[config.mk]
export PLATFORM = sky130hd
export DESIGN_NAME = md2_variant_sbox_hash_top
export DESIGN_NICKNAME = d
export VERILOG_FILES = /design/src/rtl/md2v_pkg.sv /design/src/rtl/md2v_core.sv /design/src/rtl/md2_variant_sbox_hash_top.sv
export SDC_FILE = /design/constraint.sdc
export NUM_CORES = 1
export LEC_CHECK = 0
export BUFFER_PORTS_ARGS = -buffer_cell sky130_fd_sc_hd__clkbuf_2
export CAP_MARGIN = 20
export CORE_MARGIN = 2
export CORE_UTILIZATION = 50
export DETAILED_ROUTE_END_ITERATION = 7
export MAX_ROUTING_LAYER = met4
export PLACE_DENSITY = 0.76
export SLEW_MARGIN = 10
export SYNTH_ARGS = -nofsm -noshare
export SYNTH_HDL_FRONTEND = slang
export SYNTH_HIERARCHICAL = 1
export SYNTH_SLANG_ARGS = --single-unit
[constraint.sdc]
create_clock -name aclk -period 7.9 [get_ports aclk]
set_clock_uncertainty 0.05 [all_clocks]
set_input_delay 1.185 -clock aclk [delete_from_list [all_inputs] [get_ports aclk]]
set_output_delay 1.185 -clock aclk [all_outputs]
set_load 0.1 [all_outputs]
[src/rtl/md2v_pkg.sv]
// ----------------------------------------------------------------------------
// md2v_pkg
// Shared types, constants and substitution table of the md2 variant hash.
// ----------------------------------------------------------------------------
package md2v_pkg;

    localparam int BLOCK_BYTES = 16;
    localparam int WORK_BYTES  = 48;
    localparam int PASSES      = 16;

    typedef enum logic [3:0] {
        ST_IDLE,
        ST_PAD,
        ST_LOAD_RD,
        ST_LOAD,
        ST_PASS,
        ST_FOLD,
        ST_CSUM,
        ST_EMIT
    } state_t;

    typedef logic [255:0][7:0] sbox_t;

    localparam sbox_t SBOX = {
        8'hab, 8'h43, 8'hff, 8'h4c, 8'he9, 8'hb9, 8'h39, 8'h29,
        8'hcf, 8'h83, 8'h9a, 8'h69, 8'h09, 8'hc9, 8'h1c, 8'ha7,
        8'h2f, 8'h5c, 8'h76, 8'hdd, 8'h2e, 8'hae, 8'hd6, 8'h49,
        8'hef, 8'h44, 8'h81, 8'h10, 8'hd4, 8'h7a, 8'h6d, 8'h64,
        8'ha5, 8'h9d, 8'h98, 8'haa, 8'h28, 8'hb1, 8'h54, 8'h25,
        8'h97, 8'h87, 8'hc7, 8'h26, 8'heb, 8'hf8, 8'h73, 8'h1d,
        8'hb5, 8'h40, 8'hf9, 8'h82, 8'h7b, 8'h2d, 8'h7e, 8'hbe,
        8'h46, 8'h65, 8'h0f, 8'h3b, 8'h6f, 8'hc4, 8'h38, 8'h16,
        8'he2, 8'h01, 8'he0, 8'h58, 8'h4f, 8'hc8, 8'h20, 8'h47,
        8'h0d, 8'h59, 8'h91, 8'hb2, 8'h70, 8'hcc, 8'hc5, 8'hb4,
        8'h6c, 8'h3d, 8'hca, 8'h63, 8'h57, 8'hc2, 8'he5, 8'h85,
        8'h5e, 8'h0b, 8'h1f, 8'had, 8'h51, 8'h55, 8'h8f, 8'h18,
        8'he3, 8'h61, 8'hd5, 8'h75, 8'h02, 8'h5d, 8'h05, 8'h5b,
        8'ha3, 8'h22, 8'h8b, 8'h6a, 8'h7c, 8'hd2, 8'hc0, 8'hd7,
        8'hc6, 8'h62, 8'h89, 8'h79, 8'h03, 8'h6b, 8'h37, 8'hfc,
        8'h77, 8'hed, 8'h0a, 8'hbc, 8'h0e, 8'h96, 8'hde, 8'h3a,
        8'hbf, 8'he4, 8'hd3, 8'h74, 8'h71, 8'hb7, 8'h99, 8'h94,
        8'h2b, 8'h8e, 8'h88, 8'ha1, 8'h11, 8'h35, 8'hb3, 8'hec,
        8'h4e, 8'h06, 8'h3c, 8'hba, 8'h12, 8'h50, 8'h8d, 8'h14,
        8'hcd, 8'hdb, 8'hf6, 8'h19, 8'h42, 8'h8a, 8'h7f, 8'hf4,
        8'hfa, 8'h84, 8'h00, 8'h86, 8'h6e, 8'h15, 8'h08, 8'h8c,
        8'h72, 8'ha4, 8'h92, 8'hf3, 8'h53, 8'h1e, 8'he6, 8'h48,
        8'h60, 8'hb8, 8'h07, 8'he8, 8'he7, 8'h90, 8'h66, 8'hf5,
        8'h17, 8'h67, 8'hc1, 8'h52, 8'h23, 8'haf, 8'h24, 8'h78,
        8'h0c, 8'hd8, 8'h3f, 8'ha6, 8'hf0, 8'h13, 8'ha9, 8'h34,
        8'ha8, 8'hce, 8'hfe, 8'h1a, 8'h95, 8'hfb, 8'hee, 8'h3e,
        8'h36, 8'h80, 8'h5f, 8'h27, 8'hc3, 8'h2c, 8'h68, 8'ha0,
        8'hda, 8'h9e, 8'h4d, 8'h4a, 8'hd9, 8'he1, 8'h9f, 8'h41,
        8'h5a, 8'h21, 8'hbb, 8'h31, 8'h9b, 8'h45, 8'hcb, 8'hf7,
        8'h4b, 8'h32, 8'hdf, 8'h7d, 8'hdc, 8'hb6, 8'h04, 8'h30,
        8'hd0, 8'hfd, 8'h33, 8'h1b, 8'h9c, 8'hd1, 8'h93, 8'hb0,
        8'h2a, 8'hac, 8'hf1, 8'ha2, 8'hf2, 8'hea, 8'h56, 8'hbd
    };

    function automatic logic [7:0] sbox_lookup(input logic [7:0] idx);
        return SBOX[idx];
    endfunction

endpackage

[src/rtl/md2v_core.sv]
// ----------------------------------------------------------------------------
// md2v_core
// Block compression and checksum sequencer around a 48-byte work memory.
// ----------------------------------------------------------------------------
module md2v_core
    import md2v_pkg::*;
(
    input  logic       aclk,
    input  logic       aresetn,
    input  logic       in_valid,
    output logic       in_ready,
    input  logic [7:0] in_byte,
    input  logic       in_has,
    input  logic       in_end,
    output logic       out_valid,
    input  logic       out_ready,
    output logic [7:0] out_byte,
    output logic       out_last
);

    // work memory: entries 0..15 from state, 16..31 block, 32..47 state^block
    logic [7:0] work_mem [WORK_BYTES];
    logic [7:0] state_mem [BLOCK_BYTES];
    logic [7:0] csum_mem [BLOCK_BYTES];
    logic [7:0] blk_mem [BLOCK_BYTES];

    state_t     state_reg, state_next;
    logic [4:0] fill_reg, fill_next;
    logic [5:0] k_reg, k_next;
    logic [4:0] pass_reg, pass_next;
    logic [7:0] t_reg, t_next;
    logic       ct_reg, ct_next;
    logic       fin_reg, fin_next;     // pad block absorbed, checksum next
    logic       pend_reg, pend_next;   // end mark waits behind a full block
    logic       use_csum_reg, use_csum_next;  // compressing the checksum
    logic [7:0] pad_reg, pad_next;

    logic [7:0] rd_state, rd_blk, rd_csum, rd_work;
    logic [5:0] wrd_addr;
    logic [3:0] k4;
    logic [7:0] src, blk_b, lk, newt;
    logic [7:0] out_reg;
    logic       out_valid_reg, out_last_reg;
    logic [4:0] clr_reg;

    assign k4 = k_reg[3:0];
    assign blk_b = use_csum_reg ? rd_csum : rd_blk;
    assign lk = sbox_lookup(8'(8'd48 - {2'd0, k_reg} + t_reg));

    always_comb begin
        case (k_reg[5:4])
            2'd0:    src = rd_state;
            2'd1:    src = blk_b;
            default: src = rd_state ^ blk_b;
        endcase
    end

    assign newt = (state_reg == ST_LOAD) ? (src ^ lk) : (rd_work ^ lk);

    // synchronous reads at the current index
    always_ff @(posedge aclk) begin
        rd_state <= state_mem[k4];
        rd_blk   <= blk_mem[k4];
        rd_csum  <= csum_mem[k4];
        rd_work  <= work_mem[wrd_addr];
    end

    always_comb begin
        state_next    = state_reg;
        fill_next     = fill_reg;
        k_next        = k_reg;
        pass_next     = pass_reg;
        t_next        = t_reg;
        ct_next       = ct_reg;
        fin_next      = fin_reg;
        pend_next     = pend_reg;
        use_csum_next = use_csum_reg;
        pad_next      = pad_reg;
        in_ready      = 1'b0;
        wrd_addr      = k_reg;
        case (state_reg)
            ST_IDLE: begin
                in_ready = clr_reg[4];
                k_next   = '0;
                if (in_valid && clr_reg[4]) begin
                    fin_next = 1'b0;
                    pad_next = 8'(5'd16 - {1'b0, fill_reg[3:0]});
                    if (in_has) begin
                        fill_next = fill_reg + 5'd1;
                        pad_next  = 8'(5'd15 - {1'b0, fill_reg[3:0]});
                        if (fill_reg == 5'd15) begin
                            fill_next     = '0;
                            pad_next      = 8'd16;
                            pend_next     = in_end;
                            use_csum_next = 1'b0;
                            t_next        = '0;
                            state_next    = ST_LOAD_RD;
                        end else if (in_end) begin
                            k_next     = {1'b0, fill_reg + 5'd1};
                            state_next = ST_PAD;
                        end
                    end else if (in_end) begin
                        k_next     = {1'b0, fill_reg};
                        state_next = ST_PAD;
                    end
                end
            end
            ST_PAD: begin
                k_next = k_reg + 6'd1;
                if (k_reg == 6'd15) begin
                    k_next        = '0;
                    fin_next      = 1'b1;
                    fill_next     = '0;
                    pad_next      = 8'd16;
                    use_csum_next = 1'b0;
                    t_next        = '0;
                    state_next    = ST_LOAD_RD;
                end
            end
            ST_LOAD_RD: begin
                state_next = ST_LOAD;
            end
            ST_LOAD: begin
                // data read in ST_LOAD_RD is used now; the next index is read in ST_LOAD_RD
                t_next = newt;
                k_next = k_reg + 6'd1;
                if (k_reg == 6'd47) begin
                    k_next     = '0;
                    pass_next  = '0;
                    state_next = ST_PASS;
                end else begin
                    state_next = ST_LOAD_RD;
                end
            end
            ST_PASS: begin
                // ct_reg=0: reading, ct_reg=1: compute and write one entry
                if (ct_reg == 1'b0) begin
                    ct_next = 1'b1;
                end else begin
                    ct_next = 1'b0;
                    t_next  = newt;
                    k_next  = k_reg + 6'd1;
                    if (k_reg == 6'd47) begin
                        k_next    = '0;
                        pass_next = pass_reg + 5'd1;
                        if (pass_reg == 5'(PASSES - 1)) begin
                            state_next = ST_FOLD;
                        end
                    end
                end
            end
            ST_FOLD: begin
                if (ct_reg == 1'b0) begin
                    ct_next = 1'b1;
                end else begin
                    ct_next = 1'b0;
                    t_next  = newt;
                    k_next  = k_reg + 6'd1;
                    if (k_reg == 6'd15) begin
                        k_next = '0;
                        if (use_csum_reg) begin
                            state_next = ST_EMIT;
                        end else begin
                            ct_next    = 1'b1;
                            state_next = ST_CSUM;
                        end
                    end
                end
            end
            ST_CSUM: begin
                // ct_reg=1: reading, then update one entry
                if (ct_reg == 1'b1) begin
                    ct_next = 1'b0;
                end else begin
                    k_next = k_reg + 6'd1;
                    ct_next = 1'b1;
                    if (k_reg == 6'd15) begin
                        k_next  = '0;
                        ct_next = 1'b0;
                        if (fin_reg) begin
                            use_csum_next = 1'b1;
                            t_next        = '0;
                            state_next    = ST_LOAD_RD;
                        end else if (pend_reg) begin
                            // end mark came with the byte that filled the block
                            pend_next  = 1'b0;
                            state_next = ST_PAD;
                        end else begin
                            state_next = ST_IDLE;
                        end
                    end
                end
            end
            ST_EMIT: begin
                if (!out_valid_reg || out_ready) begin
                    if (ct_reg == 1'b0) begin
                        ct_next = 1'b1;
                    end else begin
                        ct_next = 1'b0;
                        k_next  = k_reg + 6'd1;
                        if (k_reg == 6'd15) begin
                            k_next        = '0;
                            fin_next      = 1'b0;
                            use_csum_next = 1'b0;
                            state_next    = ST_IDLE;
                        end
                    end
                end
            end
            default: state_next = ST_IDLE;
        endcase
    end

    // checksum chain byte: previous entry, or entry 15 at start
    logic [7:0] csum_prev_reg;
    logic [7:0] csum_new;
    assign csum_new = rd_csum ^ sbox_lookup(rd_blk ^ csum_prev_reg);

    // clear sweep of state and checksum stores after reset, then all writes
    always_ff @(posedge aclk) begin
        if (!clr_reg[4]) begin
            state_mem[clr_reg[3:0]] <= 8'd0;
            csum_mem[clr_reg[3:0]]  <= 8'd0;
        end else begin
            if (state_reg == ST_IDLE && in_valid && in_ready && in_has) begin
                blk_mem[fill_reg[3:0]] <= in_byte;
            end
            if (state_reg == ST_PAD) begin
                blk_mem[k4] <= pad_reg;
            end
            if (state_reg == ST_LOAD) begin
                work_mem[k_reg] <= newt;
            end
            if ((state_reg == ST_PASS) && ct_reg) begin
                work_mem[k_reg] <= newt;
            end
            if ((state_reg == ST_FOLD) && ct_reg) begin
                state_mem[k4] <= newt;
            end
            if ((state_reg == ST_CSUM) && !ct_reg) begin
                csum_mem[k4] <= csum_new;
                csum_prev_reg <= csum_new;
            end
            if ((state_reg == ST_FOLD) && ct_reg && k_reg == 6'd15) begin
                csum_prev_reg <= csum_mem[4'd15];
            end
            if ((state_reg == ST_EMIT) && ct_reg && (!out_valid_reg || out_ready)) begin
                out_reg <= rd_state;
                state_mem[k4] <= 8'd0;
                csum_mem[k4]  <= 8'd0;
            end
        end
    end

    always_ff @(posedge aclk) begin
        if (!aresetn) begin
            clr_reg <= '0;
        end else if (!clr_reg[4]) begin
            clr_reg <= clr_reg + 5'd1;
        end
    end

    always_ff @(posedge aclk) begin
        if (!aresetn) begin
            state_reg     <= ST_IDLE;
            fill_reg      <= '0;
            k_reg         <= '0;
            pass_reg      <= '0;
            t_reg         <= '0;
            ct_reg        <= 1'b0;
            fin_reg       <= 1'b0;
            pend_reg      <= 1'b0;
            use_csum_reg  <= 1'b0;
            pad_reg       <= '0;
            out_valid_reg <= 1'b0;
            out_last_reg  <= 1'b0;
        end else begin
            state_reg    <= (!clr_reg[4]) ? ST_IDLE : state_next;
            fill_reg     <= fill_next;
            k_reg        <= k_next;
            pass_reg     <= pass_next;
            t_reg        <= t_next;
            ct_reg       <= ct_next;
            fin_reg      <= fin_next;
            pend_reg     <= pend_next;
            use_csum_reg <= use_csum_next;
            pad_reg      <= pad_next;
            if ((state_reg == ST_EMIT) && ct_reg && (!out_valid_reg || out_ready)) begin
                out_valid_reg <= 1'b1;
                out_last_reg  <= (k_reg == 6'd15);
            end else if (out_ready) begin
                out_valid_reg <= 1'b0;
            end
        end
    end

    assign out_valid = out_valid_reg;
    assign out_byte  = out_reg;
    assign out_last  = out_last_reg;

endmodule

[src/rtl/md2_variant_sbox_hash_top.sv]
// a full block takes 48 load steps, 768 pass steps and 16 fold steps, each
// a read then a compute, and then the checksum update; the work memory has
// a single read port, and no input byte is accepted until the block is done
// end of message: pad, two compressions (three when the last byte fills a
// block), then 16 digest words; input waits meanwhile
// reset: synchronous active low; clearing sweep of the state
// and checksum memories, during which no word is accepted
// ----------------------------------------------------------------------------
// md2_variant_sbox_hash_top
// Byte-serial md2-style hash with stream input and digest output.
// ----------------------------------------------------------------------------
module md2_variant_sbox_hash_top
    import md2v_pkg::*;
(
    input  logic        aclk,
    input  logic        aresetn,
    input  logic        s_tvalid,
    output logic        s_tready,
    input  logic [7:0]  s_tdata,   // [7:0] data_byte
    input  logic        s_tuser,   // [0] has_byte
    input  logic        s_tlast,
    output logic        m_tvalid,
    input  logic        m_tready,
    output logic [7:0]  m_tdata,   // [7:0] digest_byte
    output logic        m_tlast
);

    md2v_core u_core (
        .aclk      (aclk),
        .aresetn   (aresetn),
        .in_valid  (s_tvalid),
        .in_ready  (s_tready),
        .in_byte   (s_tdata),
        .in_has    (s_tuser),
        .in_end    (s_tlast),
        .out_valid (m_tvalid),
        .out_ready (m_tready),
        .out_byte  (m_tdata),
        .out_last  (m_tlast)
    );

endmodule

### Word level (Yosys, flattened, before mapping)

Memory sizes are Yosys's and may differ from the RTL's. A register that Yosys moved wholly into a read port is not among the register bits.
Index checks and enable logic that the tools add are counted.

| storage, ports and cells | value |
|---|---|
| memory bits (writable) | 768 |
| memories kept | 6 |
| flip-flop bits (word level) | 63 |
| bits in read-only memories | 4,096 |
| word-level logic and storage cells | 243 |
| output and inout bits | 11 |

| cells by class | value |
|---|---|
| reduce and logical (&&, ||, !) cells | 42 |
| mux-type cells | 131 |
| $add $sub $neg | 8 |
| $lt $le $gt $ge | 2 |
| bitwise gates (word level) | 8 |
| equal/unequal tests | 30 |

Memory list:

| name | depth | width | read ports | clocked after memory_dff | write ports | RTL line | RTL |
|---|---|---|---|---|---|---|---|
| (no name shown) | 256 | 8 | 1 | 0 | 0 | md2v_pkg.sv:60 | `return SBOX[idx];` |
| (no name shown) | 256 | 8 | 1 | 0 | 0 | md2v_pkg.sv:60 |  |
| u_core.work_mem | 48 | 8 | 1 | 1 | 1 | md2v_core.sv:22 | `logic [7:0] work_mem [WORK_BYTES];` |
| u_core.blk_mem | 16 | 8 | 1 | 1 | 1 | md2v_core.sv:25 | `logic [7:0] blk_mem [BLOCK_BYTES];` |
| u_core.csum_mem | 16 | 8 | 2 | 1 | 1 | md2v_core.sv:24 | `logic [7:0] csum_mem [BLOCK_BYTES];` |
| u_core.state_mem | 16 | 8 | 1 | 1 | 1 | md2v_core.sv:23 | `logic [7:0] state_mem [BLOCK_BYTES];` |

Operators by type and width:

| kind | count |
|---|---|
| two-way mux 8 bit | 24 |
| two-way mux 4 bit | 19 |
| two-way mux 1 bit | 57 |
| two-way mux 6 bit | 9 |
| two-way mux 5 bit | 10 |
| one-hot mux 6 bit (7 select lines) | 1 |
| one-hot mux 8 bit (5 select lines) | 1 |
| bitwise XOR 8 bit | 5 |
| one-hot mux 4 bit (8 select lines) | 1 |
| one-hot mux 8 bit (2 select lines) | 2 |
| inequality test 2 x 1 -> 1 bit, second input constant | 14 |
| OR reduction 8 bit | 3 |
| one-hot mux 5 bit (2 select lines) | 2 |
| less-than comparator 8 x 9 -> 1 bit, second input constant | 2 |
| AND reduction 9 bit | 2 |
| == test 4 x 3 -> 1 bit, second input constant | 4 |
| adder 5 x 1 -> 5 bit, second input constant | 3 |
| AND reduction 12 bit | 1 |
| AND reduction 4 bit | 3 |
| == test 5 x 4 -> 1 bit, second input constant | 2 |
| logical AND 1 bit | 10 |
| nonzero test 2 bit | 5 |
| adder 8 bit | 1 |
| == test 4 x 2 -> 1 bit, second input constant | 2 |
| 27 further kinds | 38 |

### Logic depth before layout (Yosys ltp)

| depth | value |
|---|---|
| depth in word-level cells | 9 |
| gate-level depth with buffers | 21 |
| gate-level depth less buffers | 15 |

### Worst setup path before layout

No wires, ideal clock.

| timing path | value |
|---|---|
| path kind | register to register |
| start | register u_core.k_reg[2] |
| end | memory u_core.state_mem[0][1], data pin |
| data required time | 7.569 ns |
| arrival | 6.760 ns |
| library setup time | 0.281 ns |
| clock period less this slack | 7.091 ns |
| cell stages (with the launch flop) | 21 |
| slack | 0.809 ns |
| cell sequence | dfxtp_1 -> buf_2 -> buf_2 -> clkbuf_1 -> buf_2 -> clkbuf_1 -> clkbuf_1 -> xnor2_1 -> ha_1 -> xnor2_2 -> buf_2 -> buf_2 -> buf_1 -> ha_1 -> a21oi_1 -> a311oi_1 -> a211oi_1 -> a2111oi_2 -> a311oi_2 -> xnor2_1 -> nor2b_1 |

| between the ends | value |
|---|---|
| word-level cells in the longest chain between the ends | 8 |
| elaborated cells between the ends (all ways) | 9 |
| those cells by class | add/sub: 2; mux: 4; bitwise: 2; memory: 1 |

RTL lines:

| item | RTL line | RTL |
|---|---|---|
| start, declared | md2v_core.sv:29 | `logic [5:0] k_reg, k_next;` |
| start signal, assigned | md2v_core.sv:280 | `k_reg <= k_next;` |
| subtractor 6 x 6 -> 7 bit (*) | md2v_core.sv:48 | `assign lk = sbox_lookup(8'(8'd48 - {2'd0, k_reg} + t_reg));` |
| adder 8 bit (*) | md2v_core.sv:48 |  |
| memory read (256 x 8 bit) (*) | n/a |  |
| two-way mux 8 bit (implied by the code) (*) | md2v_pkg.sv:60 |  |
| bitwise XOR 8 bit | md2v_core.sv:58 | `assign newt = (state_reg == ST_LOAD) ? (src ^ lk) : (rd_work ^ lk);` |
| two-way mux 8 bit (*) | md2v_core.sv:58 |  |
| net u_core.newt[1] | md2v_core.sv:41 | `logic [7:0] src, blk_b, lk, newt;` |
| two-way mux 8 bit (no source line) (*) (2 in series) | n/a |  |
| end, declared | md2v_core.sv:23 |  |

Mark *: on every way through the listed nets, which the timed path passes. The rest lies on a longest branch. The select of a mux whose other input is x is not followed.

### Worst setup path in the final report

| timing path | value |
|---|---|
| start | register u_core.k_reg[2] |
| end | memory u_core.work_mem[24][0], data pin |

| between the ends | value |
|---|---|
| word-level cells in the longest chain between the ends | 7 |
| elaborated cells between the ends (all ways) | 8 |
| those cells by class | add/sub: 2; mux: 3; bitwise: 2; memory: 1 |

RTL lines:

| item | RTL line |
|---|---|
| subtractor 6 x 6 -> 7 bit (*) | md2v_core.sv:48 |
| adder 8 bit (*) | md2v_core.sv:48 |
| memory read (256 x 8 bit) (*) | n/a |
| two-way mux 8 bit (implied by the code) (*) | md2v_pkg.sv:60 |
| bitwise XOR 8 bit | md2v_core.sv:58 |
| two-way mux 8 bit (*) | md2v_core.sv:58 |
| net u_core.newt[0] | md2v_core.sv:41 |
| two-way mux 8 bit (no source line) (*) | n/a |
| end, declared | md2v_core.sv:22 |

Marked as above.

==> qor.csv <==
stage,metric,value,unit
outcome,status,"finished, final reports clean",
yosys,"EDFF count, synth",784,
yosys,synthesized instance count,3607,
timing,"Slew Viols, Final",0,
clock_tree,Clock transition at path regs,0.07,ns
clock_tree,"Hold-fix buffers, CTS",0,
layout,fillers,6689,
die,Die Area,86700,um^2
timing,Tightest Pin Transition,1.26,ns
die,num ports,25,
power_and_ir_drop,PD cells,223,nW/um^2
yosys,Area contributors post-synth,"edfxtp_1 (56%), dfxtp_1 (3.6%), mux2i_1 (3.6%), a21oi_1 (3.1%), nor2_1 (2.8%)",
worst_setup_path,critical path class,reg -> reg,
die,Initial Util,0.505,
clock_tree,H-tree depth,3,
placement,Port Buffers,24,
global_route,largest net degree at the start of global routing,71,
layout,Layout area overhead,10.0,%
placement,pre-CTS setup slack,1.68,ns
yosys,Commonest cells post-synth,"edfxtp_1 (784), nor2_1 (316), nand2_1 (314)",
timing,final-report hold violation count,0,
global_route,total global-route track usage,0.332,
clock_tree,Bufs on Longest Clock Path,3,
yosys,Post-synth top flop,edfxtp_1,
power_and_ir_drop,"Power, Total",10.4,mW
clock_tree,CTS tree,yes,
die,height of the die,294,um
yosys,ys async rst share,0,
layout,Biggest register,u_core/work_mem,
min_path,Hold Crit Class,reg -> reg,
global_route,vias in the first global route,30908,
worst_setup_path,slowest CP cell,dfxtp_4,
timing,Final period util,0.828,
clock_tree,CTS Buf Count,84,
timing,final setup fails,0,
layout,fraction of layout cells with a size suffix above 1,0.116,
timing,Max Clock Freq,153,MHz
layout,max reg flops,384,
worst_setup_path,crit-path cells,or3_1 > xor2_1 > ha_1 > a211o_1 > nor2_2 > buf_4 > nor2_2 > buf_4 > o221ai_1 > a21oi_1 > o311a_1 > nor4_2 > xnor2_1 > inv_1 > buf_4,
run,maxcap violations,0,
placement,Placed Cells,4538,
yosys,"Seq/Total Area, Yosys",0.594,
route,Residual DRC,0,
power_and_ir_drop,maximum VDD drop,0.169,mV
clock_tree,post-CTS sizing,0,
die,Core Box Area,83600,um^2
route,Total Wirelength,143000,um
placement,Final HPWL DP,91100,um
clock_tree,Root Buffer,clkbuf_16,
global_route,initial antenna violation count,4,
worst_setup_path,startpoint class of the critical path,flip-flop,
timing,Final Critical Period,6.54,ns
yosys,Synth Warn #,6,
power_and_ir_drop,Lkg Pwr,14.8,nW
worst_setup_path,crit-path most repeated cell,buf_4,
global_route,first-pass GRT wire length,208000,um
worst_setup_path,"delay-heaviest family, CP",simple AND/OR/NAND/NOR gates,
yosys,Post-Syn Area,42200,um^2
global_route,GRT Residual Overflow,0,
layout,NumNets Final,3618,
yosys,Avg Synthesized Cell Area,11.7,um^2
yosys,post-synth top area cell,edfxtp_1,
route,Routed Antenna Nets,0,
die,row count,106,
yosys,Yosys cell types,101,
placement,Area after DPL,43600,um^2
timing,RSZ-0062 raised after global routing,false,
route,post-DR wirelength/cell,30.4,um
route,Via Count,33408,
yosys,Synthesized Nets,3676,
die,Die W,294,um
placement,Placer Congestion,1.06,
timing,slew margin rel.,0.160,
clock_tree,clock latency on the worst-skew pair,0.65,ns
worst_setup_path,crit path buf inv count,4,
worst_setup_path,CP max stage delay,0.80,ns
route,initial drt markers,5622,
yosys,Synth top area share,0.558,
worst_setup_path,Critical Path AT,6.83,ns
worst_setup_path,critical path capture point type,flip-flop,
route,detail-routed via count per cell,7.11,
layout,Finished Layout Cells,4701,
route,DR pass1 iterations,7,
yosys,register bit count reported by yosys,860,
layout,final instance area,46400,um^2
timing,Setup TNS,0,ns
timing,Final WS setup,1.36,ns
clock_tree,Post-CTS Setup Bufs,0,
worst_setup_path,CP required,8.19,ns
yosys,most common cell in the synthesized netlist,edfxtp_1,
clock_tree,Clock Sink Count,860,
worst_setup_path,worst-path maximum fanout,45,
layer usage:
layer	track usage	up-vias	part of all wire	wire length [um]
met1	0.450	16204	0.38	54300
met4	0.138	0	0.047	6720
met5	-	-	0	0
met3	0.0627	455	0.13	18000
li1	-	13999	-	-
met2	0.493	2750	0.45	63700
cells by family (layout without fill, tap and decap cells):
| logic type | Yosys count | after routing | share of synthesized area |
|---|---|---|---|
| AO/OA/AOI/OAI | 1128 | 1128 | 0.184 |
| XOR/XNOR | 43 | 43 | 0.00997 |
| adder cells (fa/ha/maj) | 55 | 55 | 0.0165 |
| buffers and inverters | 333 | 344 | 0.0328 |
| flip-flops | 860 | 860 | 0.594 |
| multiplexers | 212 | 212 | 0.0575 |
| other | 1 | 4 | 0.0000889 |
| AND/OR/NAND/NOR | 975 | 975 | 0.105 |
tightest hold or removal path, cell delays in order (launching register included):
cell and delay, ns:
dfxtp_1 0.32, nand2_1 0.06, o21ai_1 0.05
report_power, final:
| group | switching [mW] | total [mW] | internal [mW] | leakage [nW] |
|---|---|---|---|---|
| Clock | 1.72 | 3.97 | 2.25 | 1.33 |
| Sequential | 0.0349 | 5.15 | 5.12 | 7.77 |
| Combinational | 0.886 | 1.22 | 0.338 | 5.67 |
path summary, 6_finish.rpt:
| path | end | from | slack [ns] | cells past startpoint |
|---|---|---|---|---|
| max | u_core/work_mem[24][0] | u_core/k_reg[2] | 1.36 | 15 |
| min | u_core/t_reg[5] | u_core/t_reg[5] | 0.42 | 2 |
| max reg2reg | u_core/work_mem[24][0] | u_core/k_reg[2] | 1.36 | 15 |
| min reg2reg | u_core/t_reg[5] | u_core/t_reg[5] | 0.42 | 2 |
metrics by stage:
| step | hold WS (ns) | utilization |
|---|---|---|
| final | 0.418 | 0.555 |
| after global routing | 0.436 | 0.555 |
| after CTS | 0.420 | 0.555 |
| after detailed placement | 0.408 | 0.522 |
| after global placement | 0.400 | 0.521 |
| after floorplan | 0.380 | - |
layout by cell type, fill, tap and decap left out, drive strengths merged, types with 15 or more instances in the layout:
master,netlist,final
a2111oi,20,20
a211oi,56,56
a21oi,264,264
a221o,17,17
a221oi,65,65
a22o,28,28
a22oi,77,77
a311oi,28,28
a31oi,42,42
and2,27,27
and3,20,20
buf,118,130
clkbuf,182,129
clkinv,6,37
dfxtp,76,76
edfxtp,784,784
ha,54,54
inv,27,34
mux2,41,41
mux2i,151,151
mux4,20,20
nand2,318,318
nand2b,15,15
nand3,75,75
nand4,28,28
nor2,319,319
nor2b,26,26
nor3,78,78
o2111ai,25,25
o211ai,45,45
o21ai,208,208
o221ai,33,33
o22ai,36,36
o311ai,27,27
o31ai,20,20
or3,23,23
xnor2,20,20
xor2,22,22
cell type report:
type	instances	area, um^2	area share
Antenna cell	3	7.51	0.000162
Clock buffer	104	2260	0.0487
Clock inverter	51	492	0.0106
Inverter	33	124	0.00267
Multi-Input combinational cell	2414	16000	0.344
Sequential cell	860	25100	0.541
Tap cell	1080	1350	0.0291
Timing Repair Buffer	156	1140	0.0245
Power figures use the tool's default switching activity.
